[config.mk]
export PLATFORM = sky130hd
export DESIGN_NAME = npc_scan
export DESIGN_NICKNAME = d
export VERILOG_FILES = /design/src/hw/rtl/nearest_palette_color_core_defines.svh /design/src/hw/rtl/npc_pkg.sv /design/src/hw/rtl/npc_scan.sv
export SDC_FILE = /design/constraint.sdc
export NUM_CORES = 1
export LEC_CHECK = 0
export BUFFER_PORTS_ARGS = -buffer_cell sky130_fd_sc_hd__buf_2
export CORE_MARGIN = 3
export CORE_UTILIZATION = 40
export CTS_CLUSTER_SIZE = 12
export DETAILED_ROUTE_END_ITERATION = 7
export PLACE_DENSITY = 0.67
export SLEW_MARGIN = 20
export SYNTH_ARGS = -nofsm -noshare
export SYNTH_HDL_FRONTEND = slang
export SYNTH_SLANG_ARGS = --single-unit
[constraint.sdc]
create_clock -name clk -period 3 [get_ports clk]
set_clock_uncertainty 0.2 [all_clocks]
set_input_delay 0.3 -clock clk [delete_from_list [all_inputs] [get_ports clk]]
set_output_delay 0.3 -clock clk [all_outputs]
set_load 0.02 [all_outputs]
[src/hw/rtl/nearest_palette_color_core_defines.svh]
// Assertion macros for the nearest palette color core.
`ifndef NEAREST_PALETTE_COLOR_CORE_DEFINES_SVH
`define NEAREST_PALETTE_COLOR_CORE_DEFINES_SVH

// Same-cycle implication, checked on every rising clk edge outside reset.
`define NPC_ASSERT_NOW(lbl, ante, cons, msg) \
	lbl: assert property (@(posedge clk) disable iff (!arst_n) (ante) |-> (cons)) \
		else $error(msg);

// Next-cycle implication, checked on every rising clk edge outside reset.
`define NPC_ASSERT_NEXT(lbl, ante, cons, msg) \
	lbl: assert property (@(posedge clk) disable iff (!arst_n) (ante) |=> (cons)) \
		else $error(msg);

`endif

[src/hw/rtl/npc_pkg.sv]
// Shared types, constants and helper functions of the nearest palette color core.
package npc_pkg;

	localparam int PALETTE_DEPTH = 256;
	localparam int IDX_W = $clog2(PALETTE_DEPTH);
	localparam int CNT_W = $clog2(PALETTE_DEPTH + 1);
	localparam int CH_W = 8;
	localparam int DIST_W = 10;
	localparam int OUT_IDX_W = 8;
	localparam logic [DIST_W-1:0] NO_MATCH = 10'd766;
	localparam logic [CH_W-1:0] GRAY_LIMIT = 8'd3;

	localparam logic [3:0] GRP_RED = 4'b0001;
	localparam logic [3:0] GRP_GREEN = 4'b0010;
	localparam logic [3:0] GRP_BLUE = 4'b0100;
	localparam logic [3:0] GRP_GRAY = 4'b1000;

	typedef enum logic [1:0] {
		OP_CLEAR = 2'd0,
		OP_APPEND = 2'd1,
		OP_CLASSIFY = 2'd2
	} opcode_t;

	typedef enum logic [1:0] {
		ST_IDLE,
		ST_SCAN,
		ST_DRAIN,
		ST_EMIT
	} state_t;

	typedef struct packed {
		logic [CH_W-1:0] r;
		logic [CH_W-1:0] g;
		logic [CH_W-1:0] b;
	} color_t;

	typedef struct packed {
		logic [3:0] mask;
		color_t color;
	} entry_t;

	typedef struct packed {
		logic hit;
		logic [IDX_W-1:0] idx;
		logic [DIST_W-1:0] distance;
		color_t color;
	} best_t;

	function automatic logic [CH_W-1:0] absdiff(input logic [CH_W-1:0] a,
			input logic [CH_W-1:0] b);
		return (a > b) ? (a - b) : (b - a);
	endfunction

	function automatic logic [3:0] pixel_groups(input color_t c);
		logic [3:0] grp;
		if (absdiff(c.r, c.g) < GRAY_LIMIT && absdiff(c.r, c.b) < GRAY_LIMIT) begin
			grp = GRP_GRAY;
		end else if (c.r == c.g) begin
			grp = GRP_RED | GRP_GREEN;
		end else if (c.r == c.b) begin
			grp = GRP_RED | GRP_BLUE;
		end else if (c.g == c.b) begin
			grp = GRP_GREEN | GRP_BLUE;
		end else if (c.r > c.g && c.r > c.b) begin
			grp = GRP_RED;
		end else if (c.g > c.r && c.g > c.b) begin
			grp = GRP_GREEN;
		end else begin
			grp = GRP_BLUE;
		end
		return grp;
	endfunction

endpackage

[src/hw/rtl/npc_scan.sv]
// Distance stage and running best-match tracker for the palette scan.
module npc_scan
	import npc_pkg::*;
(
	input  logic             clk,
	input  logic             arst_n,
	input  logic             start,
	input  logic             rd_valid,
	input  logic [IDX_W-1:0] rd_idx,
	input  entry_t           rd_data,
	input  color_t           pixel,
	input  logic [3:0]       want,
	output logic             busy,
	output best_t            best
);

	logic             valid_s2;
	logic             elig_s2;
	logic [IDX_W-1:0] idx_s2;
	logic [DIST_W-1:0] dist_s2;
	color_t           color_s2;
	logic [DIST_W-1:0] dist_c;
	best_t            best_q;

	always_comb begin
		dist_c = DIST_W'(absdiff(pixel.r, rd_data.color.r))
			+ DIST_W'(absdiff(pixel.g, rd_data.color.g))
			+ DIST_W'(absdiff(pixel.b, rd_data.color.b));
	end

	always_ff @(posedge clk or negedge arst_n) begin
		if (!arst_n) begin
			valid_s2 <= 1'b0;
		end else begin
			valid_s2 <= rd_valid;
		end
	end

	always_ff @(posedge clk) begin
		elig_s2  <= (rd_data.mask & want) != 4'd0;
		idx_s2   <= rd_idx;
		dist_s2  <= dist_c;
		color_s2 <= rd_data.color;
	end

	// Strict compare keeps the first entry among equal distances.
	always_ff @(posedge clk or negedge arst_n) begin
		if (!arst_n) begin
			best_q.hit <= 1'b0;
			best_q.distance <= NO_MATCH;
			best_q.idx <= '0;
			best_q.color <= '0;
		end else if (start) begin
			best_q.hit <= 1'b0;
			best_q.distance <= NO_MATCH;
			best_q.idx <= '0;
			best_q.color <= '0;
		end else if (valid_s2 && elig_s2 && dist_s2 < best_q.distance) begin
			best_q.hit <= 1'b1;
			best_q.distance <= dist_s2;
			best_q.idx <= idx_s2;
			best_q.color <= color_s2;
		end
	end

	assign busy = valid_s2;
	assign best = best_q;

endmodule

==> results list, run 1 <==
- During synthesis, Yosys emitted a total of 0 warnings.
- Entering global routing, the biggest net connects 52 pins.
- In this run the clock root is driven by a sky130_fd_sc_hd__clkbuf_16.
* Met3 wirelength from detailed routing: 564 µm
- The portion of synthesized area spent on multiplexers is 10.8%.
- At the placement stage, the worst setup path has a slack of -0.996 ns.
- Counting every sink on the clock net gives 87.
- Worst-margin pin slew: 0.654 ns
- Measured along the y axis, the die boundary spans 127 µm.
- Die span in x: 127 µm
- After detailed placement, the design holds a cell count of 1000.
* Critical path peak fanout: 5
- In the final timing run, aggregate negative setup slack is -3.17 ns.
* Combinational family with the most area after synthesis: adder cells
- Ratio of cells with drive above 1 in the final layout: 40.9%
* Longest individual stage delay on the worst path: 0.48 ns
- Detailed placer's ending HPWL: 12.3 mm
- Starting density of the core: 41.4%
* Antenna cell count: 0
* Final non-filler cell total: 1073
- Number of synthesized register bits: 87
- Setup violations remaining at the end of the flow were counted as 7.
- Unrepaired setup endpoints after global routing: yes
- Crit path kind: primary input to flop
- Summed over all layers, the global routing overflow is 0.
- I/O pin total: 112
* Highest routed metal layer: met4
* Outcome: finished, violations left
- Summed over all nets, wire length on met2 after detailed routing comes to 8.96 mm.
* Critical path capture point type: flop
* Area added between synthesis and finish: 51.5%
* Minimum clock period: 3.58 ns
* Post-Syn Area: 0.00584 mm²
- The final-report max-slew violation count is 0.
- For the worst setup path, the data arrival time is 3.62 ns.
- Summing the areas of all and, or, nand and nor instances in the mapped netlist gives 14.2% of the synthesized area.
- The detail route stage leaves a number of antenna-violating nets equal to 0.
- CTS tree: built
- Most used cells in the layout excluding fill and tap cells: sky130_fd_sc_hd__buf_4, sky130_fd_sc_hd__buf_2, sky130_fd_sc_hd__nand2b_1
* Leakage power: 0.00446 µW
* Number of distinct library cell variants in the gate-level netlist after synthesis: 52
- In this run the deepest clock path goes through 2 buffers.
- Full die area: 0.0161 mm²
- The number of hold-slack violations in the final timing report is 0.
- Number of antenna violations at the first check in global routing: 0
- Fraction of registers with async set or reset after synthesis: 50.6%
- Summing internal, switching and leakage power gives 5910 µW.
- On the critical path, the stage with the largest delay is an instance of sky130_fd_sc_hd__fa_1.
- Once routing completed, OpenROAD measured the worst setup slack at -0.577 ns.
* Leading cell type in the layout, fill and taps excluded: sky130_fd_sc_hd__buf_4
- Vias per cell: 4.98
- Area fraction in compound gates after synthesis: 13.3%
* # Max-Cap Violations: 0
* Tightest Hold Check Type: primary input to flop
* Core Rows: 43
- For the worst setup path, the data required time is 3.04 ns.
- Final weighted congestion of routability-driven global placement: 0.939
* Most common flop cell mapped by yosys: sky130_fd_sc_hd__dfxtp_1
- All-Layer GR Usage: 20.8%
- Post-synth EDFFs: 0
- Net count after synthesis: 757
- Clock latency at the later pin of the worst-skew pair: 0.35 ns
- At the end of the flow, the number of nets in the layout was 1032.
* Violated checks: negative setup slack
- Critical Path, Cell by Cell: buf_12 > inv_12 > ha_4 > inv_2 > fa_2 > nand3_2 > a21oi_2 > o41ai_4 > buf_4 > buf_4 > mux2i_1 > fa_1 > inv_1 > ha_2 > fa_2 > a21o_1 > a21oi_2 > o21bai_1 > a211oi_2 > nor2_1
* Xor and xnor fraction of the mapped netlist area: 2.10%
- First-pass iteration count of the detailed router: 5
- Fraction of the cycle the final worst path needs: 119%
- Wire length on met1: 7.17 mm
- H-Tree Depth: 3
- Number of DRC violations after detailed routing: 0
- Post-synthesis sequential area ratio: 33.8%
* Number of design-rule violations left by the first detailed-router iteration: 285
- Total via count in the routed design: 5344
- Avg WL per Cell: 15.9 µm
- After clock tree synthesis, the clock-pin slew on the worst setup and hold paths is 0.06 ns.
- Headroom to the max-slew limit came out at 56.4%.
- Dividing the synthesized area by the synthesized cell count gives 9.52 µm².
* Via count of the first global-routing pass: 5699
- Post-synthesis adder-cell area fraction: 18.2%
- Count of mapped cells out of synthesis: 613
- For this design the ratio of total power to cell area is 668 mW/mm².
* Placeable core area: 0.0141 mm²
- Post-Route WL: 17.0 mm
* Count of input and output buffers: 111
- Number of buffers added by the clock tree synthesis step: 9
- Fmax: 280 MHz
* First-pass GRT wire length: 27.4 mm
* Peak VDD IR: 0.469 mV
- STA classifies the critical path startpoint as a primary input.
==> cells in the mapped netlist (3+ instances only) <==
cell type	count	area, µm²
sky130_fd_sc_hd__dfxtp_1	43	861
sky130_fd_sc_hd__o221ai_1	3	26.3
sky130_fd_sc_hd__buf_4	4	30.0
sky130_fd_sc_hd__o21ai_0	11	55.1
sky130_fd_sc_hd__fa_1	15	300
sky130_fd_sc_hd__nand3_1	11	55.1
sky130_fd_sc_hd__mux2_2	6	67.6
sky130_fd_sc_hd__dfstp_2	8	210
sky130_fd_sc_hd__nand3b_1	5	37.5
sky130_fd_sc_hd__a21o_1	18	135
sky130_fd_sc_hd__nor2_1	28	105
sky130_fd_sc_hd__ha_1	61	763
sky130_fd_sc_hd__dfrtp_1	36	901
sky130_fd_sc_hd__o211ai_1	5	37.5
sky130_fd_sc_hd__nand4_1	7	43.8
sky130_fd_sc_hd__nand2_1	23	86.3
sky130_fd_sc_hd__xnor2_1	7	61.3
sky130_fd_sc_hd__a31oi_1	8	50.1
sky130_fd_sc_hd__clkbuf_1	16	60.1
sky130_fd_sc_hd__buf_2	8	40.0
sky130_fd_sc_hd__xor2_1	7	61.3
sky130_fd_sc_hd__mux2i_1	56	561
sky130_fd_sc_hd__a21oi_1	28	140
sky130_fd_sc_hd__a211oi_1	12	90.1
sky130_fd_sc_hd__inv_1	80	300
sky130_fd_sc_hd__nand2b_1	70	438
==> sequential cells by signal, summed over array words and instances (netlist names) <==
register,flops
idx_s2,8
elig_s2,1
busy,1
best,43
color_s2,24
dist_s2,10
==> area by class of cell <==
| type | count | area (µm²) |
|---|---|---|
| well taps | 180 | 225 |
| clock inverters | 6 | 75.1 |
| clock buffers | 10 | 239 |
| repair buffers | 294 | 2110 |
| flip-flops and latches | 87 | 1970 |
| fillers | 1118 | 5250 |
| multi-input cells | 416 | 3910 |
| inverters | 80 | 315 |
==> cell families after synthesis <==
logic type	after synthesis
AND/OR/NAND/NOR	154
AO/OA/AOI/OAI	110
buffers and inverters	110
flip-flops	87
adder cells (fa/ha/maj)	76
multiplexers	62
XOR/XNOR	14
==> power breakdown <==
part	internal [µW]	leakage (µW)	switching, µW	total [µW]
logic	1640	0.00338	1600	3240
clock network	679	0.000151	494	1170
registers	1380	0.000931	111	1500
total	3710	0.00446	2200	5910
==> worst max-delay path, delay by kind of cell <==
family                     cells  cell delay [ns]
buffers and inverters          6             0.52
and+or+nand+nor                2             0.15
AOI/OAI and AO/OA              6             1.00
muxes                          1             0.08
adders and majority gates      5             1.54
==> stage by stage <==
stage	area, µm²	hold WS (ns)	util (%)
after global routing	8840	0.0176	62.7
after CTS	8570	0.0131	60.8
after global placement	7540	0.203	53.5
final	8840	0.0348	62.7
after floorplan	5950	-0.196	-
after detailed placement	7540	0.204	53.5
==> per-layer routing <==
metal | up-vias | track usage [%]
met1 | 2597 | 25.3
met3 | 29 | 3.54
met4 | 0 | 7.19
li1 | 2622 | -
met5 | - | 0
met2 | 96 | 37.2
==> repair_timing <==
item / 4_1_cts / 5_1_grt
hold buffers: 36 / 0
buffers inserted: 16 / 11
gates resized for setup: 57 / 35
pin swaps: 30 / 30
hold endpoints to repair: 69 / 0
endpoints found under the setup margin: 8 / 8
==> worst paths after layout <==
| path | from | endpoint | slack (ns) | cells after the start |
|---|---|---|---|---|
| min in group asynchronous | arst_n | best[20]$_DFFE_PN0P_ | 0.31 | 2 |
| worst max-delay path | pixel[8] | dist_s2[7]$_DFF_P_ | -0.58 | 20 |
| worst min-delay path | rd_data[1] | color_s2[1]$_DFF_P_ | 0.03 | 2 |
| max in group asynchronous | arst_n | best[3]$_DFFE_PN0P_ | 1.89 | 2 |
| worst min register to register | color_s2[15]$_DFF_P_ | best[15]$_DFFE_PN0P_ | 0.25 | 2 |
| worst max register to register | best[31]$_DFFE_PN1P_ | best[36]$_DFFE_PN0P_ | 0.25 | 8 |
Power figures use the tool's default switching activity.
==> run 2, diff against run 1 <==
--- a/config.mk
+++ b/config.mk
@@ -8,9 +8,11 @@
 export BUFFER_PORTS_ARGS = -buffer_cell sky130_fd_sc_hd__buf_2
 export CORE_MARGIN = 3
 export CORE_UTILIZATION = 40
+export CTS_CLUSTER_DIAMETER = 30
 export CTS_CLUSTER_SIZE = 12
 export DETAILED_ROUTE_END_ITERATION = 7
-export PLACE_DENSITY = 0.67
+export PLACE_DENSITY = 0.69
+export SETUP_SLACK_MARGIN = 0.15
 export SLEW_MARGIN = 20
 export SYNTH_ARGS = -nofsm -noshare
 export SYNTH_HDL_FRONTEND = slang
==> constraint.sdc (replaced) <==
create_clock -name clk -period 3.25 [get_ports clk]
set_clock_uncertainty 0.2 [all_clocks]
set_input_delay 0.325 -clock clk [delete_from_list [all_inputs] [get_ports clk]]
set_output_delay 0.325 -clock clk [all_outputs]
set_load 0.02 [all_outputs]
==> run 2 against run 1 <==
The run still ends with negative setup slack left. Clock power shrank 9%. Via count shrank 3.5%. Sequential cell count is the same. Wire length shrank 7.1%.
==> results list, run 2 (synthesized netlist as in run 1, its figures left out) <==
* Outcome: finished, violations left
- The final reports fail on negative setup slack.
* Ratio of cells with drive above 1 in the final layout: 38.7% (-2.2 points)
- The required arrival time at the worst endpoint came to 3.28 ns (+0.24 ns).
* Core Rows: 43 (unchanged)
- Kind of start point of the critical path: primary input
- The top cell types in the final layout, fill and taps aside, are sky130_fd_sc_hd__buf_4, sky130_fd_sc_hd__buf_2, sky130_fd_sc_hd__inv_1, sky130_fd_sc_hd__nand2b_1, sky130_fd_sc_hd__mux2i_1.
- Critical path peak fanout: 4 (-1)
* Max Buffers Root-to-Sink: 2 (unchanged)
- Overall die height: 127 µm (unchanged)
- The number of hold-slack violations in the final timing report came to 0 (unchanged).
- From synthesis to final layout, the design area changed by 44.9%.
- In this run the critical register-to-register path is launched from best[31]$_DFFE_PN1P_.
* Placeable core area: 0.0141 mm² (unchanged)
- The CTS H-tree depth is 3 (unchanged).
* Full die area: 0.0161 mm² (unchanged)
- The die outline width was 127 µm (unchanged).
- Crit path setup slack, layout: -0.364 ns (+0.213 ns)
- TritonCTS built the clock tree.
- The via count is 5157 (-3.5%).
- Minimum clock period: 3.61 ns
* Data arrival time of the critical path: 3.64 ns (+0.02 ns)
- R2R cell count: 8 (unchanged)
- Clock latency at the later pin of the worst-skew pair: 0.34 ns (about the same)
- The largest net degree at the start of global routing was 86 (+65%).
* Via count of the first global-routing pass: 5294 (-7.1%)
* Number of flip-flops under the largest register name: 43 (unchanged)
- Min Hold Slack: 0.00879 ns (-0.0261 ns)
* Avg WL per Cell: 15.0 µm (-5.5%)
* # Max-Cap Violations: 0 (unchanged)
* Clock-pin slew of the registers on the worst-case setup and hold paths: 0.07 ns (about the same)
- The library cell used most frequently in the layout, excluding fill and tap cells, is sky130_fd_sc_hd__buf_4.
- The all-layer global routing usage came to 19.7% (-1.1 points).
* Critical path capture point type: flop
- The count of buffers inserted at the top-level ports was 111 (unchanged).
- The number of detailed-routing iterations run before antenna repair was 4 (-1).
- Post-Route WL: 15.8 mm (-7.1%)
- The mean number of vias per cell came to 4.89 (-1.8%).
* Relative slew slack: 58.6% (+2.2 points)
- Worst setup path start: pixel[0]
- The final-report max-slew violation count came to 0 (unchanged).
- Crit path kind: primary input to flop
- The number of CTS-inserted buffers came to 9 (unchanged).
- The final weighted congestion in routability-driven placement was 0.865 (-7.9%).
- The number of nets in the layout was 1013 (-1.8%).
- The worst register-to-register path ends at best[35]$_DFFE_PN0P_.
- Number of design-rule violations left by the first detailed-router iteration: 249 (-13%)
- In this run the worst setup path terminates at dist_s2[7]$_DFF_P_.
* First-pass GRT wire length: 25.9 mm (-5.3%)
- The worst hold path belongs to the class primary input to flop.
- The post-route DRC violation count came to 0 (unchanged).
- Clock root buffer: sky130_fd_sc_hd__clkbuf_16
* Leftover overflow at the end of global routing: 0 (unchanged)
- The number of antenna violations at the first check in global routing was 0 (unchanged).
* Pwr Density: 591 mW/mm² (-12%)
- Peak VDD IR: 0.507 mV (+8.1%)
- Leakage power: 0.00434 µW (-2.8%)
* Setup slack, reg-to-reg: 0.68 ns (+0.43 ns)
- I/O pin total: 112 (unchanged)
- Fmax: 277 MHz
* Setup TNS: -1.77 ns (+1.40 ns)
- Worst setup timing slack at the placement stage: -0.819 ns (+0.177 ns)
- Fraction of the cycle the final worst path needs: 111%
- The total of fill cells in the finished design was 1202 (+7.5%).
- The worst-margin pin slew was 0.621 ns (-0.0335 ns).
* Count of final setup violators: 6 (-1)
* Detailed placer's ending HPWL: 12.3 mm (+0.10%)
- Number of antenna-violating nets in the routed design: 0 (unchanged)
- Num Clock Sinks: 87 (unchanged)
* Unrepaired setup endpoints after global routing: yes
- Antenna cell count: 0 (unchanged)
* Starting density of the core: 41.4% (unchanged)
run 2: worst max-delay path, stage by stage:
cell and delay, ns:
sky130_fd_sc_hd__buf_8 0.10, sky130_fd_sc_hd__inv_4 0.04, sky130_fd_sc_hd__ha_4 0.12, sky130_fd_sc_hd__inv_2 0.03
sky130_fd_sc_hd__fa_2 0.35, sky130_fd_sc_hd__nand3_2 0.09, sky130_fd_sc_hd__a21oi_2 0.07, sky130_fd_sc_hd__o31a_1 0.36
sky130_fd_sc_hd__mux2i_1 0.20, sky130_fd_sc_hd__mux2i_1 0.12, sky130_fd_sc_hd__buf_4 0.15, sky130_fd_sc_hd__fa_1 0.51
sky130_fd_sc_hd__inv_2 0.05, sky130_fd_sc_hd__fa_2 0.34, sky130_fd_sc_hd__a21o_1 0.18, sky130_fd_sc_hd__a21oi_2 0.17
sky130_fd_sc_hd__o21bai_1 0.09, sky130_fd_sc_hd__a211oi_1 0.24, sky130_fd_sc_hd__nor2_1 0.08
run 2: where the power goes:
| group | internal (µW) | leakage, µW | total (µW) | switching [µW] |
|---|---|---|---|---|
| registers | 1280 | 0.000931 | 1380 | 97.8 |
| logic | 1320 | 0.00326 | 2570 | 1250 |
| clock network | 608 | 0.000146 | 1060 | 448 |
| total | 3210 | 0.00434 | 5000 | 1790 |
run 2: how the worst min path moves through the flow:
stage,startpoint,end,cells after the start
3_5_place_dp,rd_idx[5],idx_s2[5]$_DFF_P_,1
6_report,rd_data[3],color_s2[3]$_DFF_P_,2
4_1_cts,rd_data[14],color_s2[14]$_DFF_P_,2
3_3_place_gp,rd_idx[6],idx_s2[6]$_DFF_P_,1
2_1_floorplan,arst_n,best[0]$_DFFE_PN0P_,0
5_1_grt,rd_data[10],color_s2[10]$_DFF_P_,2
run 2: metrics by stage:
step                power, µW  instances  util [%]  instance area, µm²
floorplan                2780        613         -                5950
detailed placement       3560        996      53.2                7510
CTS                      4900       1050      59.4                8380
global route             5350       1054      60.0                8460
finish                   5000       1054      60.0                8460
global placement         3500        996      53.2                7510
run 2: area by class of cell:
cell class / instances / area, µm² / area share, %
Tap cell: 180 / 225 / 2.66
Timing Repair Buffer: 275 / 1930 / 22.8
Clock buffer: 10 / 229 / 2.71
Clock inverter: 6 / 75.1 / 0.888
Multi-Input combinational cell: 416 / 3710 / 43.9
Inverter: 80 / 315 / 3.73
Sequential cell: 87 / 1970 / 23.3
run 2: layer usage:
metal | vias to the layer above | share of wire [%] | track usage [%] | wire, µm
met5 | - | 0 | 0 | 0
met3 | 19 | 2.7 | 2.99 | 424
met2 | 88 | 50 | 33.7 | 7960
li1 | 2571 | - | - | -
met4 | 0 | 1.7 | 5.36 | 268
met1 | 2479 | 45 | 26.1 | 7170
run 2: repair_timing:
item	in CTS	in global routing
buffers inserted	14	3
gates resized for setup	48	7
endpoints found under the setup margin	8	7
hold endpoints to repair	55	0
hold buffers	24	0
pin swaps	26	8
